### src/pcd_pkg.sv
package pcd_pkg;

    localparam int COORD_WIDTH    = 16;
    localparam int MAX_NEIGHBOR_K = 16;

    localparam int WIN_DEPTH = 2 * MAX_NEIGHBOR_K + 1;
    localparam int WIN_AW    = $clog2(WIN_DEPTH);
    localparam int PEND_W    = $clog2(MAX_NEIGHBOR_K + 2);
    localparam int POINT_W   = 2 * COORD_WIDTH;

    localparam int K_W       = 5;
    localparam int THR_W     = 16;
    localparam int THR_FRAC  = 15;
    localparam int INDEX_W   = 16;
    localparam logic [INDEX_W-1:0] INDEX_MAX = {INDEX_W{1'b1}};

    localparam int CFG_INDEX_W = 1;
    localparam int CFG_DATA_W  = 16;
    localparam logic [CFG_INDEX_W-1:0] CFG_COS_THRESHOLD = 1'd0;
    localparam logic [CFG_INDEX_W-1:0] CFG_NEIGHBOR_K    = 1'd1;
    localparam logic [THR_W-1:0] COS_THRESHOLD_RESET = THR_W'(-23170);
    localparam logic [K_W-1:0]   NEIGHBOR_K_RESET    = K_W'(3);

    localparam int DIFF_W  = COORD_WIDTH + 1;
    localparam int MAG_W   = COORD_WIDTH;
    localparam int PROD_W  = 2 * MAG_W;
    localparam int DOT_W   = PROD_W + 1;
    localparam int LEN_W   = PROD_W + 1;
    localparam int DM2_W   = 2 * DOT_W;
    localparam int C2_W    = 2 * THR_W - 1;
    localparam int R1_W    = C2_W + LEN_W;
    localparam int RHS_W   = R1_W + LEN_W;
    localparam int Q_SHIFT = 2 * THR_FRAC;
    localparam int LHS_W   = DM2_W + Q_SHIFT;
    localparam int CMP_W   = (LHS_W > RHS_W) ? LHS_W : RHS_W;

    localparam int MUL_DIGIT_W = 8;
    localparam int MUL_A_W     = R1_W;
    localparam int MUL_B_W     = DOT_W;
    localparam int MUL_STEPS   = (MUL_B_W + MUL_DIGIT_W - 1) / MUL_DIGIT_W;
    localparam int MUL_B_PAD   = MUL_STEPS * MUL_DIGIT_W;
    localparam int MUL_P_W     = MUL_A_W + MUL_B_PAD;
    localparam int MUL_CNT_W   = $clog2(MUL_STEPS);

    typedef enum logic [0:0] {
        READ_CURRENT,
        READ_BACK
    } rd_sel_t;

    typedef enum logic [3:0] {
        OP_P,
        OP_Q,
        OP_AX2,
        OP_AY2,
        OP_BX2,
        OP_BY2,
        OP_DM2,
        OP_C2,
        OP_R1,
        OP_RHS
    } mul_op_t;

    typedef enum logic [1:0] {
        V_HOLD,
        V_CLEAR,
        V_EARLY,
        V_COMPARE
    } verdict_t;

    typedef struct packed {
        logic     accept;
        rd_sel_t  rd_sel;
        logic     load_cur;
        logic     load_back;
        logic     mul_start;
        mul_op_t  mul_op;
        verdict_t verdict;
        logic     emit;
    } pcd_cmd_t;

    typedef struct packed {
        logic need_judge;
        logic trivial;
        logic early_hit;
        logic mul_done;
        logic out_free;
    } pcd_status_t;

endpackage

### src/pcd_point_if.sv
interface pcd_point_if
    import pcd_pkg::*;
();
    logic                          valid;
    logic                          ready;
    logic signed [COORD_WIDTH-1:0] point_x;
    logic signed [COORD_WIDTH-1:0] point_y;
    logic                          is_last_point;

    modport source (
        output valid,
        output point_x,
        output point_y,
        output is_last_point,
        input  ready
    );

    modport sink (
        input  valid,
        input  point_x,
        input  point_y,
        input  is_last_point,
        output ready
    );
endinterface

### src/pcd_result_if.sv
interface pcd_result_if
    import pcd_pkg::*;
();
    logic               valid;
    logic               ready;
    logic [INDEX_W-1:0] point_index;
    logic               is_corner;
    logic               is_final_result;

    modport source (
        output valid,
        output point_index,
        output is_corner,
        output is_final_result,
        input  ready
    );

    modport sink (
        input  valid,
        input  point_index,
        input  is_corner,
        input  is_final_result,
        output ready
    );
endinterface

### src/polyline_corner_detector.sv
// A point is accepted in the idle state; a point that completes no judgment passes through
// the check state back to idle, and the block is ready again.
// Each judged point then ends at once at the first or last point or on a zero neighbor vector,
// after the dot product when its sign settles the test, and after ten products for the full
// test, on the shared multiplier that takes eight bits of its second operand per cycle.
// A point causes from zero to seventeen words; the result word of point i appears once
// point i+k has arrived, or at the last point. Reset is asynchronous and active low; it clears
// the counters, handshakes and state and sets the two config registers to their reset values.
module polyline_corner_detector
    import pcd_pkg::*;
(
    input  logic                   clk,
    input  logic                   rst_n,
    pcd_point_if.sink              points,
    pcd_result_if.source           results,
    input  logic                   cfg_we,
    input  logic [CFG_INDEX_W-1:0] cfg_index,
    input  logic [CFG_DATA_W-1:0]  cfg_data
);
    pcd_cmd_t    cmd;
    pcd_status_t status;
    logic        in_ready;

    pcd_ctrl u_ctrl (
        .clk      (clk),
        .rst_n    (rst_n),
        .in_valid (points.valid),
        .in_ready (in_ready),
        .status   (status),
        .cmd      (cmd)
    );

    pcd_datapath u_datapath (
        .clk             (clk),
        .rst_n           (rst_n),
        .cfg_we          (cfg_we),
        .cfg_index       (cfg_index),
        .cfg_data        (cfg_data),
        .point_x         (points.point_x),
        .point_y         (points.point_y),
        .is_last_point   (points.is_last_point),
        .cmd             (cmd),
        .status          (status),
        .result_ready    (results.ready),
        .result_valid    (results.valid),
        .point_index     (results.point_index),
        .is_corner       (results.is_corner),
        .is_final_result (results.is_final_result)
    );

    assign points.ready = in_ready;
endmodule

### src/pcd_mul.sv
module pcd_mul
    import pcd_pkg::*;
(
    input  logic               clk,
    input  logic               rst_n,
    input  logic               start,
    input  logic [MUL_A_W-1:0] a,
    input  logic [MUL_B_W-1:0] b,
    output logic [MUL_P_W-1:0] product,
    output logic               done
);
    logic [MUL_A_W-1:0]             a_reg;
    logic [MUL_P_W-1:0]             prod_reg;
    logic [MUL_P_W-1:0]             prod_next;
    logic [MUL_A_W+MUL_DIGIT_W-1:0] step_sum;
    logic [MUL_CNT_W-1:0]           cnt_reg;
    logic                           busy_reg;
    logic                           done_reg;

    always_comb
    begin
        step_sum = {{MUL_DIGIT_W{1'b0}}, prod_reg[MUL_P_W-1:MUL_B_PAD]}
                 + (a_reg * prod_reg[MUL_DIGIT_W-1:0]);
        prod_next = {step_sum, prod_reg[MUL_B_PAD-1:MUL_DIGIT_W]};
    end

    always_ff @(posedge clk or negedge rst_n)
    begin
        if (!rst_n)
        begin
            busy_reg <= 1'b0;
            done_reg <= 1'b0;
            cnt_reg  <= '0;
        end
        else
        begin
            done_reg <= 1'b0;
            if (start)
            begin
                busy_reg <= 1'b1;
                cnt_reg  <= '0;
            end
            else if (busy_reg)
            begin
                cnt_reg <= cnt_reg + 1'b1;
                if (cnt_reg == MUL_CNT_W'(MUL_STEPS - 1))
                begin
                    busy_reg <= 1'b0;
                    done_reg <= 1'b1;
                end
            end
        end
    end

    always_ff @(posedge clk)
    begin
        if (start)
        begin
            a_reg    <= a;
            prod_reg <= {{MUL_A_W{1'b0}}, MUL_B_PAD'(b)};
        end
        else if (busy_reg)
        begin
            prod_reg <= prod_next;
        end
    end

    assign product = prod_reg;
    assign done    = done_reg;
endmodule

### src/pcd_datapath.sv
module pcd_datapath
    import pcd_pkg::*;
(
    input  logic                   clk,
    input  logic                   rst_n,
    input  logic                   cfg_we,
    input  logic [CFG_INDEX_W-1:0] cfg_index,
    input  logic [CFG_DATA_W-1:0]  cfg_data,
    input  logic [COORD_WIDTH-1:0] point_x,
    input  logic [COORD_WIDTH-1:0] point_y,
    input  logic                   is_last_point,
    input  pcd_cmd_t               cmd,
    output pcd_status_t            status,
    input  logic                   result_ready,
    output logic                   result_valid,
    output logic [INDEX_W-1:0]     point_index,
    output logic                   is_corner,
    output logic                   is_final_result
);
    logic [THR_W-1:0] cos_threshold_reg;
    logic [K_W-1:0]   neighbor_k_reg;

    logic [POINT_W-1:0] win_mem [WIN_DEPTH];
    logic [POINT_W-1:0] rd_data_reg;
    logic [WIN_AW-1:0]  rd_addr;

    logic [WIN_AW-1:0]  wr_pos_reg;
    logic [PEND_W-1:0]  pending_reg;
    logic [INDEX_W-1:0] next_to_judge_reg;
    logic               have_first_reg;
    logic               last_reg;
    logic               out_valid_reg;

    logic [COORD_WIDTH-1:0] first_x_reg, first_y_reg;
    logic [COORD_WIDTH-1:0] cur_x_reg, cur_y_reg;
    logic [COORD_WIDTH-1:0] jx_reg, jy_reg;
    logic [DIFF_W-1:0]      ax_reg, ay_reg, bx_reg, by_reg;
    logic [PROD_W-1:0]      p_reg, q_reg;
    logic [DOT_W-1:0]       dm_reg;
    logic                   dneg_reg;
    logic [LEN_W-1:0]       l1_reg, l2_reg;
    logic [DM2_W-1:0]       dm2_reg;
    logic [C2_W-1:0]        c2_reg;
    logic [R1_W-1:0]        r1_reg;
    logic [RHS_W-1:0]       rhs_reg;
    logic                   corner_reg;
    logic [INDEX_W-1:0]     out_index_reg;
    logic                   out_corner_reg;
    logic                   out_final_reg;

    logic [K_W-1:0]         kc;
    logic [PEND_W-1:0]      off;
    logic [WIN_AW-1:0]      back_off;
    logic                   use_first;
    logic                   is_final;
    logic [COORD_WIDTH-1:0] back_x, back_y;
    logic [MAG_W-1:0]       ax_mag, ay_mag, bx_mag, by_mag;
    logic [THR_W-1:0]       thr_mag;
    logic signed [PROD_W+1:0] term_p, term_q, dot_s;
    logic [PROD_W+1:0]      dot_abs;
    logic                   dot_neg;
    logic [DOT_W-1:0]       dot_mag;
    logic                   thr_neg, thr_zero;
    logic [CMP_W-1:0]       lhs_ext, rhs_ext;
    logic [LHS_W-1:0]       lhs;
    logic                   cmp_corner;
    logic [MUL_A_W-1:0]     mul_a;
    logic [MUL_B_W-1:0]     mul_b;
    logic [MUL_P_W-1:0]     mul_product;
    logic                   mul_done;

    function automatic logic [MAG_W-1:0] diff_mag(input logic [DIFF_W-1:0] d);
        logic [DIFF_W-1:0] t;
        t = d[DIFF_W-1] ? (~d + 1'b1) : d;
        return t[MAG_W-1:0];
    endfunction

    function automatic logic [WIN_AW-1:0] ring_addr(input logic [WIN_AW-1:0] wp,
                                                    input logic [WIN_AW-1:0] o);
        logic [WIN_AW:0] s;
        s = {1'b0, wp} + (WIN_AW+1)'(WIN_DEPTH - 1) - {1'b0, o};
        if (s >= (WIN_AW+1)'(WIN_DEPTH))
        begin
            s = s - (WIN_AW+1)'(WIN_DEPTH);
        end
        return s[WIN_AW-1:0];
    endfunction

    function automatic logic [DIFF_W-1:0] sub_coord(input logic [COORD_WIDTH-1:0] u,
                                                    input logic [COORD_WIDTH-1:0] v);
        return {u[COORD_WIDTH-1], u} - {v[COORD_WIDTH-1], v};
    endfunction

    always_comb
    begin
        if (neighbor_k_reg == '0)
        begin
            kc = K_W'(1);
        end
        else if (int'(neighbor_k_reg) > MAX_NEIGHBOR_K)
        begin
            kc = K_W'(MAX_NEIGHBOR_K);
        end
        else
        begin
            kc = neighbor_k_reg;
        end
    end

    assign off       = pending_reg - 1'b1;
    assign back_off  = WIN_AW'(off) + WIN_AW'(kc);
    assign use_first = int'(next_to_judge_reg) < int'(kc);
    assign is_final  = last_reg && (pending_reg == PEND_W'(1));
    assign rd_addr   = (cmd.rd_sel == READ_BACK) ? ring_addr(wr_pos_reg, back_off)
                                                 : ring_addr(wr_pos_reg, WIN_AW'(off));

    assign back_x = use_first ? first_x_reg : rd_data_reg[POINT_W-1:COORD_WIDTH];
    assign back_y = use_first ? first_y_reg : rd_data_reg[COORD_WIDTH-1:0];

    assign ax_mag = diff_mag(ax_reg);
    assign ay_mag = diff_mag(ay_reg);
    assign bx_mag = diff_mag(bx_reg);
    assign by_mag = diff_mag(by_reg);

    assign thr_neg  = cos_threshold_reg[THR_W-1];
    assign thr_zero = (cos_threshold_reg == '0);
    assign thr_mag  = thr_neg ? (~cos_threshold_reg + 1'b1) : cos_threshold_reg;

    always_comb
    begin
        term_p  = $signed({2'b00, p_reg});
        term_q  = $signed({2'b00, q_reg});
        if (ax_reg[DIFF_W-1] ^ bx_reg[DIFF_W-1])
        begin
            term_p = -term_p;
        end
        if (ay_reg[DIFF_W-1] ^ by_reg[DIFF_W-1])
        begin
            term_q = -term_q;
        end
        dot_s   = term_p + term_q;
        dot_neg = dot_s[PROD_W+1];
        dot_abs = dot_neg ? (~dot_s + 1'b1) : dot_s;
        dot_mag = dot_abs[DOT_W-1:0];
    end

    assign lhs        = {dm2_reg, {Q_SHIFT{1'b0}}};
    assign lhs_ext    = CMP_W'(lhs);
    assign rhs_ext    = CMP_W'(rhs_reg);
    assign cmp_corner = dneg_reg ? (lhs_ext > rhs_ext) : (lhs_ext < rhs_ext);

    always_comb
    begin
        case (cmd.mul_op)
            OP_P:
            begin
                mul_a = MUL_A_W'(ax_mag);
                mul_b = MUL_B_W'(bx_mag);
            end
            OP_Q:
            begin
                mul_a = MUL_A_W'(ay_mag);
                mul_b = MUL_B_W'(by_mag);
            end
            OP_AX2:
            begin
                mul_a = MUL_A_W'(ax_mag);
                mul_b = MUL_B_W'(ax_mag);
            end
            OP_AY2:
            begin
                mul_a = MUL_A_W'(ay_mag);
                mul_b = MUL_B_W'(ay_mag);
            end
            OP_BX2:
            begin
                mul_a = MUL_A_W'(bx_mag);
                mul_b = MUL_B_W'(bx_mag);
            end
            OP_BY2:
            begin
                mul_a = MUL_A_W'(by_mag);
                mul_b = MUL_B_W'(by_mag);
            end
            OP_DM2:
            begin
                mul_a = MUL_A_W'(dm_reg);
                mul_b = MUL_B_W'(dm_reg);
            end
            OP_C2:
            begin
                mul_a = MUL_A_W'(thr_mag);
                mul_b = MUL_B_W'(thr_mag);
            end
            OP_R1:
            begin
                mul_a = MUL_A_W'(c2_reg);
                mul_b = MUL_B_W'(l1_reg);
            end
            OP_RHS:
            begin
                mul_a = MUL_A_W'(r1_reg);
                mul_b = MUL_B_W'(l2_reg);
            end
            default:
            begin
                mul_a = '0;
                mul_b = '0;
            end
        endcase
    end

    pcd_mul u_mul (
        .clk     (clk),
        .rst_n   (rst_n),
        .start   (cmd.mul_start),
        .a       (mul_a),
        .b       (mul_b),
        .product (mul_product),
        .done    (mul_done)
    );

    always_ff @(posedge clk)
    begin
        if (cmd.accept)
        begin
            win_mem[wr_pos_reg] <= {point_x, point_y};
        end
        rd_data_reg <= win_mem[rd_addr];
    end

    always_ff @(posedge clk or negedge rst_n)
    begin
        if (!rst_n)
        begin
            cos_threshold_reg <= COS_THRESHOLD_RESET;
            neighbor_k_reg    <= NEIGHBOR_K_RESET;
            wr_pos_reg        <= '0;
            pending_reg       <= '0;
            next_to_judge_reg <= '0;
            have_first_reg    <= 1'b0;
            out_valid_reg     <= 1'b0;
        end
        else
        begin
            if (cfg_we)
            begin
                case (cfg_index)
                    CFG_COS_THRESHOLD: cos_threshold_reg <= cfg_data[THR_W-1:0];
                    CFG_NEIGHBOR_K:    neighbor_k_reg    <= cfg_data[K_W-1:0];
                    default:           ;
                endcase
            end

            if (cmd.accept)
            begin
                wr_pos_reg <= (wr_pos_reg == WIN_AW'(WIN_DEPTH - 1)) ? '0
                                                                      : wr_pos_reg + 1'b1;
                have_first_reg <= 1'b1;
                if (int'(pending_reg) <= MAX_NEIGHBOR_K)
                begin
                    pending_reg <= pending_reg + 1'b1;
                end
            end

            if (cmd.emit)
            begin
                pending_reg <= pending_reg - 1'b1;
                if (is_final)
                begin
                    next_to_judge_reg <= '0;
                    have_first_reg    <= 1'b0;
                end
                else if (next_to_judge_reg != INDEX_MAX)
                begin
                    next_to_judge_reg <= next_to_judge_reg + 1'b1;
                end
                out_valid_reg <= 1'b1;
            end
            else if (result_ready)
            begin
                out_valid_reg <= 1'b0;
            end
        end
    end

    always_ff @(posedge clk)
    begin
        if (cmd.accept)
        begin
            cur_x_reg <= point_x;
            cur_y_reg <= point_y;
            last_reg  <= is_last_point;
            if (!have_first_reg)
            begin
                first_x_reg <= point_x;
                first_y_reg <= point_y;
            end
        end

        if (cmd.load_cur)
        begin
            jx_reg <= rd_data_reg[POINT_W-1:COORD_WIDTH];
            jy_reg <= rd_data_reg[COORD_WIDTH-1:0];
        end

        if (cmd.load_back)
        begin
            ax_reg <= sub_coord(back_x, jx_reg);
            ay_reg <= sub_coord(back_y, jy_reg);
            bx_reg <= sub_coord(cur_x_reg, jx_reg);
            by_reg <= sub_coord(cur_y_reg, jy_reg);
        end

        if (mul_done)
        begin
            case (cmd.mul_op)
                OP_P:    p_reg   <= mul_product[PROD_W-1:0];
                OP_Q:    q_reg   <= mul_product[PROD_W-1:0];
                OP_AX2:  l1_reg  <= LEN_W'(mul_product[PROD_W-1:0]);
                OP_AY2:  l1_reg  <= l1_reg + LEN_W'(mul_product[PROD_W-1:0]);
                OP_BX2:  l2_reg  <= LEN_W'(mul_product[PROD_W-1:0]);
                OP_BY2:  l2_reg  <= l2_reg + LEN_W'(mul_product[PROD_W-1:0]);
                OP_DM2:  dm2_reg <= mul_product[DM2_W-1:0];
                OP_C2:   c2_reg  <= mul_product[C2_W-1:0];
                OP_R1:   r1_reg  <= mul_product[R1_W-1:0];
                OP_RHS:  rhs_reg <= mul_product[RHS_W-1:0];
                default: ;
            endcase
        end

        case (cmd.verdict)
            V_CLEAR:
            begin
                corner_reg <= 1'b0;
            end
            V_EARLY:
            begin
                dm_reg     <= dot_mag;
                dneg_reg   <= dot_neg;
                corner_reg <= dot_neg;
            end
            V_COMPARE:
            begin
                corner_reg <= cmp_corner;
            end
            default: ;
        endcase

        if (cmd.emit)
        begin
            out_index_reg  <= next_to_judge_reg;
            out_corner_reg <= corner_reg;
            out_final_reg  <= is_final;
        end
    end

    always_comb
    begin
        status.need_judge = last_reg ? (pending_reg != '0)
                                     : (int'(pending_reg) > int'(kc));
        status.trivial    = (pending_reg == PEND_W'(1))
                         || (next_to_judge_reg == '0)
                         || ((ax_reg == '0) && (ay_reg == '0))
                         || ((bx_reg == '0) && (by_reg == '0));
        status.early_hit  = (dot_neg && !thr_neg) || (!dot_neg && (thr_neg || thr_zero));
        status.mul_done   = mul_done;
        status.out_free   = !out_valid_reg || result_ready;
    end

    assign result_valid    = out_valid_reg;
    assign point_index     = out_index_reg;
    assign is_corner       = out_corner_reg;
    assign is_final_result = out_final_reg;
endmodule

### src/pcd_ctrl.sv
module pcd_ctrl
    import pcd_pkg::*;
(
    input  logic        clk,
    input  logic        rst_n,
    input  logic        in_valid,
    output logic        in_ready,
    input  pcd_status_t status,
    output pcd_cmd_t    cmd
);
    typedef enum logic [10:0] {
        S_IDLE      = 11'b00000000001,
        S_CHECK     = 11'b00000000010,
        S_READ_CUR  = 11'b00000000100,
        S_READ_BACK = 11'b00000001000,
        S_LOAD_BACK = 11'b00000010000,
        S_TEST      = 11'b00000100000,
        S_MUL_START = 11'b00001000000,
        S_MUL_WAIT  = 11'b00010000000,
        S_DOT       = 11'b00100000000,
        S_COMPARE   = 11'b01000000000,
        S_EMIT      = 11'b10000000000
    } state_t;

    state_t  state_reg, state_next;
    mul_op_t op_reg, op_next;

    function automatic mul_op_t following_op(input mul_op_t op);
        mul_op_t n;
        case (op)
            OP_P:    n = OP_Q;
            OP_AX2:  n = OP_AY2;
            OP_AY2:  n = OP_BX2;
            OP_BX2:  n = OP_BY2;
            OP_BY2:  n = OP_DM2;
            OP_DM2:  n = OP_C2;
            OP_C2:   n = OP_R1;
            OP_R1:   n = OP_RHS;
            default: n = OP_P;
        endcase
        return n;
    endfunction

    assign in_ready = (state_reg == S_IDLE);

    always_comb
    begin
        state_next = state_reg;
        op_next    = op_reg;
        cmd        = '0;
        cmd.rd_sel  = READ_CURRENT;
        cmd.mul_op  = op_reg;
        cmd.verdict = V_HOLD;
        case (state_reg)
            S_IDLE:
            begin
                cmd.accept = in_valid;
                if (in_valid)
                begin
                    state_next = S_CHECK;
                end
            end
            S_CHECK:
            begin
                state_next = status.need_judge ? S_READ_CUR : S_IDLE;
            end
            S_READ_CUR:
            begin
                state_next = S_READ_BACK;
            end
            S_READ_BACK:
            begin
                cmd.rd_sel   = READ_BACK;
                cmd.load_cur = 1'b1;
                state_next   = S_LOAD_BACK;
            end
            S_LOAD_BACK:
            begin
                cmd.load_back = 1'b1;
                state_next    = S_TEST;
            end
            S_TEST:
            begin
                if (status.trivial)
                begin
                    cmd.verdict = V_CLEAR;
                    state_next  = S_EMIT;
                end
                else
                begin
                    op_next    = OP_P;
                    state_next = S_MUL_START;
                end
            end
            S_MUL_START:
            begin
                cmd.mul_start = 1'b1;
                state_next    = S_MUL_WAIT;
            end
            S_MUL_WAIT:
            begin
                if (status.mul_done)
                begin
                    if (op_reg == OP_Q)
                    begin
                        state_next = S_DOT;
                    end
                    else if (op_reg == OP_RHS)
                    begin
                        state_next = S_COMPARE;
                    end
                    else
                    begin
                        op_next    = following_op(op_reg);
                        state_next = S_MUL_START;
                    end
                end
            end
            S_DOT:
            begin
                cmd.verdict = V_EARLY;
                if (status.early_hit)
                begin
                    state_next = S_EMIT;
                end
                else
                begin
                    op_next    = OP_AX2;
                    state_next = S_MUL_START;
                end
            end
            S_COMPARE:
            begin
                cmd.verdict = V_COMPARE;
                state_next  = S_EMIT;
            end
            S_EMIT:
            begin
                if (status.out_free)
                begin
                    cmd.emit   = 1'b1;
                    state_next = S_CHECK;
                end
            end
            default:
            begin
                state_next = S_IDLE;
            end
        endcase
    end

    always_ff @(posedge clk or negedge rst_n)
    begin
        if (!rst_n)
        begin
            state_reg <= S_IDLE;
            op_reg    <= OP_P;
        end
        else
        begin
            state_reg <= state_next;
            op_reg    <= op_next;
        end
    end
endmodule

### src/flat_wrapper.sv
// flat-port wrapper written by rule: the top's interface ports become plain ports
module polyline_corner_detector_flat import pcd_pkg::*;
  (clk, rst_n, cfg_we, cfg_index, cfg_data, points_valid, points_point_x, points_point_y, points_is_last_point, points_ready, results_valid, results_point_index, results_is_corner, results_is_final_result, results_ready);
  pcd_point_if points_i ();
  pcd_result_if results_i ();
  input  logic clk;
  input  logic rst_n;
  input  logic cfg_we;
  input  logic [CFG_INDEX_W-1:0] cfg_index;
  input  logic [CFG_DATA_W-1:0] cfg_data;
  input wire logic [$bits(points_i.valid)-1:0] points_valid;
  input wire logic [$bits(points_i.point_x)-1:0] points_point_x;
  input wire logic [$bits(points_i.point_y)-1:0] points_point_y;
  input wire logic [$bits(points_i.is_last_point)-1:0] points_is_last_point;
  output wire logic [$bits(points_i.ready)-1:0] points_ready;
  output wire logic [$bits(results_i.valid)-1:0] results_valid;
  output wire logic [$bits(results_i.point_index)-1:0] results_point_index;
  output wire logic [$bits(results_i.is_corner)-1:0] results_is_corner;
  output wire logic [$bits(results_i.is_final_result)-1:0] results_is_final_result;
  input wire logic [$bits(results_i.ready)-1:0] results_ready;
  assign points_i.valid = points_valid;
  assign points_i.point_x = points_point_x;
  assign points_i.point_y = points_point_y;
  assign points_i.is_last_point = points_is_last_point;
  assign points_ready = points_i.ready;
  assign results_valid = results_i.valid;
  assign results_point_index = results_i.point_index;
  assign results_is_corner = results_i.is_corner;
  assign results_is_final_result = results_i.is_final_result;
  assign results_i.ready = results_ready;
  polyline_corner_detector u_core (.clk(clk), .rst_n(rst_n), .points(points_i), .results(results_i), .cfg_we(cfg_we), .cfg_index(cfg_index), .cfg_data(cfg_data));
endmodule
### config.mk
export PLATFORM = sky130hd
export DESIGN_NAME = polyline_corner_detector_flat
export DESIGN_NICKNAME = d
export VERILOG_FILES = /design/src/pcd_pkg.sv /design/src/pcd_point_if.sv /design/src/pcd_result_if.sv /design/src/polyline_corner_detector.sv /design/src/pcd_mul.sv /design/src/pcd_datapath.sv /design/src/pcd_ctrl.sv /design/src/flat_wrapper.sv
export SDC_FILE = /design/constraint.sdc
export NUM_CORES = 2
export LEC_CHECK = 0
export BUFFER_PORTS_ARGS = -buffer_cell sky130_fd_sc_hd__buf_2
export CAP_MARGIN = 20
export CORE_ASPECT_RATIO = 1.75
export CORE_MARGIN = 2
export CORE_UTILIZATION = 45
export CTS_CLUSTER_SIZE = 14
export DETAILED_ROUTE_END_ITERATION = 12
export GPL_ROUTABILITY_DRIVEN = 0
export SYNTH_ARGS = -nofsm -noshare
export SYNTH_HDL_FRONTEND = slang
export SYNTH_HIERARCHICAL = 1
export SYNTH_SLANG_ARGS = --single-unit
### constraint.sdc
create_clock -name clk -period 18.4 [get_ports clk]
set_input_delay 1.84 -clock clk [delete_from_list [all_inputs] [get_ports clk]]
set_output_delay 1.84 -clock clk [all_outputs]
set_load 0.02 [all_outputs]
==> impl_metrics.ini <==
[timing]
period_needed_ps = 8830
worst_slew_pin_slew_ps = 1120
fin_skew_ps = 84.0
setup_viol = 0
rsz0062_at_grt = false
hold_ws_ps = 434
period_share_pct = 48.0
setup_slack_ps = 9570
fmax_mhz = 113
setup_tns_ps = 0
finalMaxSlewViolations = 0
finalHoldViolations = 0
relSlewSlack_pct = 24.3

[finish]
regArea_um2 = 56700
num-nets-final = 9362
regMostFlops = u_core/u_datapath/win_mem
fin_util_pct = 49.5
n_fill_cell = 20403
postLayoutCellArea_um2 = 115000
area_growth_pct = 9.35
largest_reg_flops = 1056
drive_above_1_share_pct = 8.55
multi_input_area_um2 = 44600

[worst_setup_path]
setup.worst_path.start_class = flop
endpoint_kind = flop
crit_top_cell = buf_4
max_stage_delay_ps = 880
critical-path-top-delay-family = buffers and inverters
cp_num_buf_inv = 5
cp.arrival_ps = 9480
timing.rr.start = u_core/u_datapath/neighbor_k_reg[1]$_DFFE_PN1P_
rr_worst_depth = 22
cpMaxStageDelayCell = buf_4
timing.rr.end = u_core/u_datapath/rd_data_reg[13]$_DFF_P_
critPathRequiredTime_ps = 19050
crit_chain = nor3_1 -> o21ai_0 -> fa_1 -> ha_1 -> or2_2 -> fa_1 -> inv_1 -> ha_1 -> nor4_1 -> o221ai_1 -> a21oi_1 -> xnor2_1 -> a211oi_4 -> buf_12 -> buf_4 -> buf_4 -> buf_4 -> mux2i_1 -> mux2i_1 -> a22o_1 -> nor3_1 -> o221ai_1
setup.worst_path.class = reg2reg
reg2reg_slack_ps = 9570
crit_path_max_fanout = 127

[floorplanning]
rows = 234
die_y_um = 644
core_um2 = 232000
ioPinCount = 75
start_util_pct = 45.3
chipWidth_um = 370
dieArea_um2 = 238000

[yosys]
syn_area_um2 = 105000
synth_edf_count = 1759
synth_top_area_share_pct = 50.2
synth-seq-cells = 1932
ys.flop_type = edfxtp_1
ys.warnings.count = 6
synth_most_common_cell = edfxtp_1
synth.avg_cell_area_um2 = 12.4
synth_top_area_cell = edfxtp_1
syn-num-nets = 9353
ys_types = 110
synth_common_cells = edfxtp_1 (1759), inv_1 (779), nand2_1 (691), and2_1 (480), fa_1 (449)
synth_area_leaders = edfxtp_1 (50%), fa_1 (8.5%), ha_1 (4.4%)
ys_seq_area_share_pct = 53.8
synth_cells = 8482
synthArstFlopShare_pct = 3.62

[power_and_ir_drop]
p_per_area_nw_per_um2 = 152
p_leak_nw = 44.2
pwr-share-comb_pct = 48.4
p_sw_share_pct = 41.0
power_switching_mw = 7.17
pwr-share-seq_pct = 30.0
vdd_ir_drop_max_mv = 0.296
pwr-share-clk_pct = 21.6
p_int_mw = 10.3

[clock_tree]
htree_levels = 4
clock-sinks = 1932
cts_setup_buffers = 0
cts_hold_buf = 0
ctsRootBufferMaster = clkbuf_16
post_cts_resized = 0
clk_pin_slew_worst_paths_ps = 60
cts_tree = done
clk_latency_ps = 870
cts_buffer_depth = 4
numCtsBuffers = 184

[run]
max_cap_violations = 0

[place]
place_area_um2 = 109000
dp_slack_ps = 9600
io_buffers = 74
dp.final_hpwl_um = 207000

[detailed_routing]
firstDrtPassIters = 5
routedWlPerCell_um = 26.3
antenna_left = 0
vias_per_cell = 5.85
drt_iter0_drc = 5166
route.detailed.drc = 0
drt_wl_total_um = 307000
num_vias = 68472

[hold_path]
holdPathStages = 0
min_from = u_core/u_datapath/corner_reg$_DFFE_PP_
hp-class = reg2reg
whs_endpoint = u_core/u_datapath/is_corner$_DFFE_PP_

[grt]
grt_usage_pct = 25.5
antenna_found_initial = 9
grt_max_degree = 155
grt_pass1_vias = 71410
overflow = 0
grt_pass1_wl_um = 452000

[outcome]
outcome = finished clean
[layout by cell type, fill, tap and decap left out, types with 47 or more instances in the layout]
master,count
edfxtp_1,1759
inv_1,778
nand2_1,689
and2_1,479
fa_1,449
mux2i_1,429
ha_1,367
nor2_1,268
a21oi_1,248
o21ai_0,244
a211oi_1,219
xnor2_1,190
clkbuf_16,188
xor2_1,167
mux2_2,153
a21o_1,117
nor3_1,116
buf_4,106
dfxtp_1,103
a31oi_1,91
nand3_1,77
o22ai_1,77
buf_2,73
dfrtp_1,56
and2_0,54
o31ai_1,53
or3_1,53
clkbuf_1,52
nor2b_1,50
nand4_1,50
nand2b_1,47
[worst max-delay path by stage]
stage / start / to / cells past startpoint
after floorplan: u_core/u_ctrl/op_reg[2]$_DFFE_PN0P_ / u_core/u_datapath/rhs_ext[0]$_DFFE_PP_ / 4
after global placement: u_core/u_datapath/neighbor_k_reg[1]$_DFFE_PN1P_ / u_core/u_datapath/rd_data_reg[13]$_DFF_P_ / 22
after detailed placement: u_core/u_datapath/neighbor_k_reg[1]$_DFFE_PN1P_ / u_core/u_datapath/rd_data_reg[14]$_DFF_P_ / 22
after CTS: u_core/u_datapath/neighbor_k_reg[1]$_DFFE_PN1P_ / u_core/u_datapath/rd_data_reg[13]$_DFF_P_ / 22
after global routing: u_core/u_datapath/neighbor_k_reg[1]$_DFFE_PN1P_ / u_core/u_datapath/rd_data_reg[13]$_DFF_P_ / 22
final: u_core/u_datapath/neighbor_k_reg[1]$_DFFE_PN1P_ / u_core/u_datapath/rd_data_reg[13]$_DFF_P_ / 22
[final cells by class]
class	count	area share [%]
clock inverters	66	0.559
well taps	3068	3.34
flip-flops and latches	1932	49.2
diodes	5	0.0109
multi-input cells	5407	38.7
clock buffers	258	4.47
inverters	780	2.55
repair buffers	186	1.13
[through the flow]
stage,total power [mW],std cells
final,17.5,11702
after global routing,18.4,11700
after CTS,17.5,11695
after detailed placement,13.7,11371
after global placement,13.6,11370
after floorplan,11.3,8482
[layer usage]
| layer | vias to the layer above | global-route usage, % | share of wire (%) |
|---|---|---|---|
| met3 | 877 | 2.97 | 4.2 |
| met4 | 6 | 16.5 | 7.5 |
| met5 | - | 0 | 0.013 |
| li1 | 30558 | - | - |
| met2 | 2106 | 47.9 | 54 |
| met1 | 34925 | 26.5 | 34 |
[power groups by stage]
stage / Clock [mW] / Combinational [mW] / Sequential [mW]
after floorplan: 0 / 6.09 / 5.18
after global placement: 0 / 8.26 / 5.35
after detailed placement: 0 / 8.37 / 5.35
after CTS: 3.84 / 8.41 / 5.25
after global routing: 3.99 / 9.12 / 5.26
final: 3.77 / 8.46 / 5.25
[logic make-up after synthesis]
| family | count (synthesis) | share of synthesized area, % |
|---|---|---|
| AO/OA/AOI/OAI | 1529 | 10.1 |
| XOR/XNOR | 358 | 2.98 |
| adder cells (fa/ha/maj) | 816 | 12.9 |
| buffers and inverters | 1143 | 4.24 |
| flip-flops | 1932 | 53.8 |
| multiplexers | 582 | 5.72 |
| AND/OR/NAND/NOR | 2122 | 10.3 |
No activity file was read; power rests on OpenSTA's default activity.
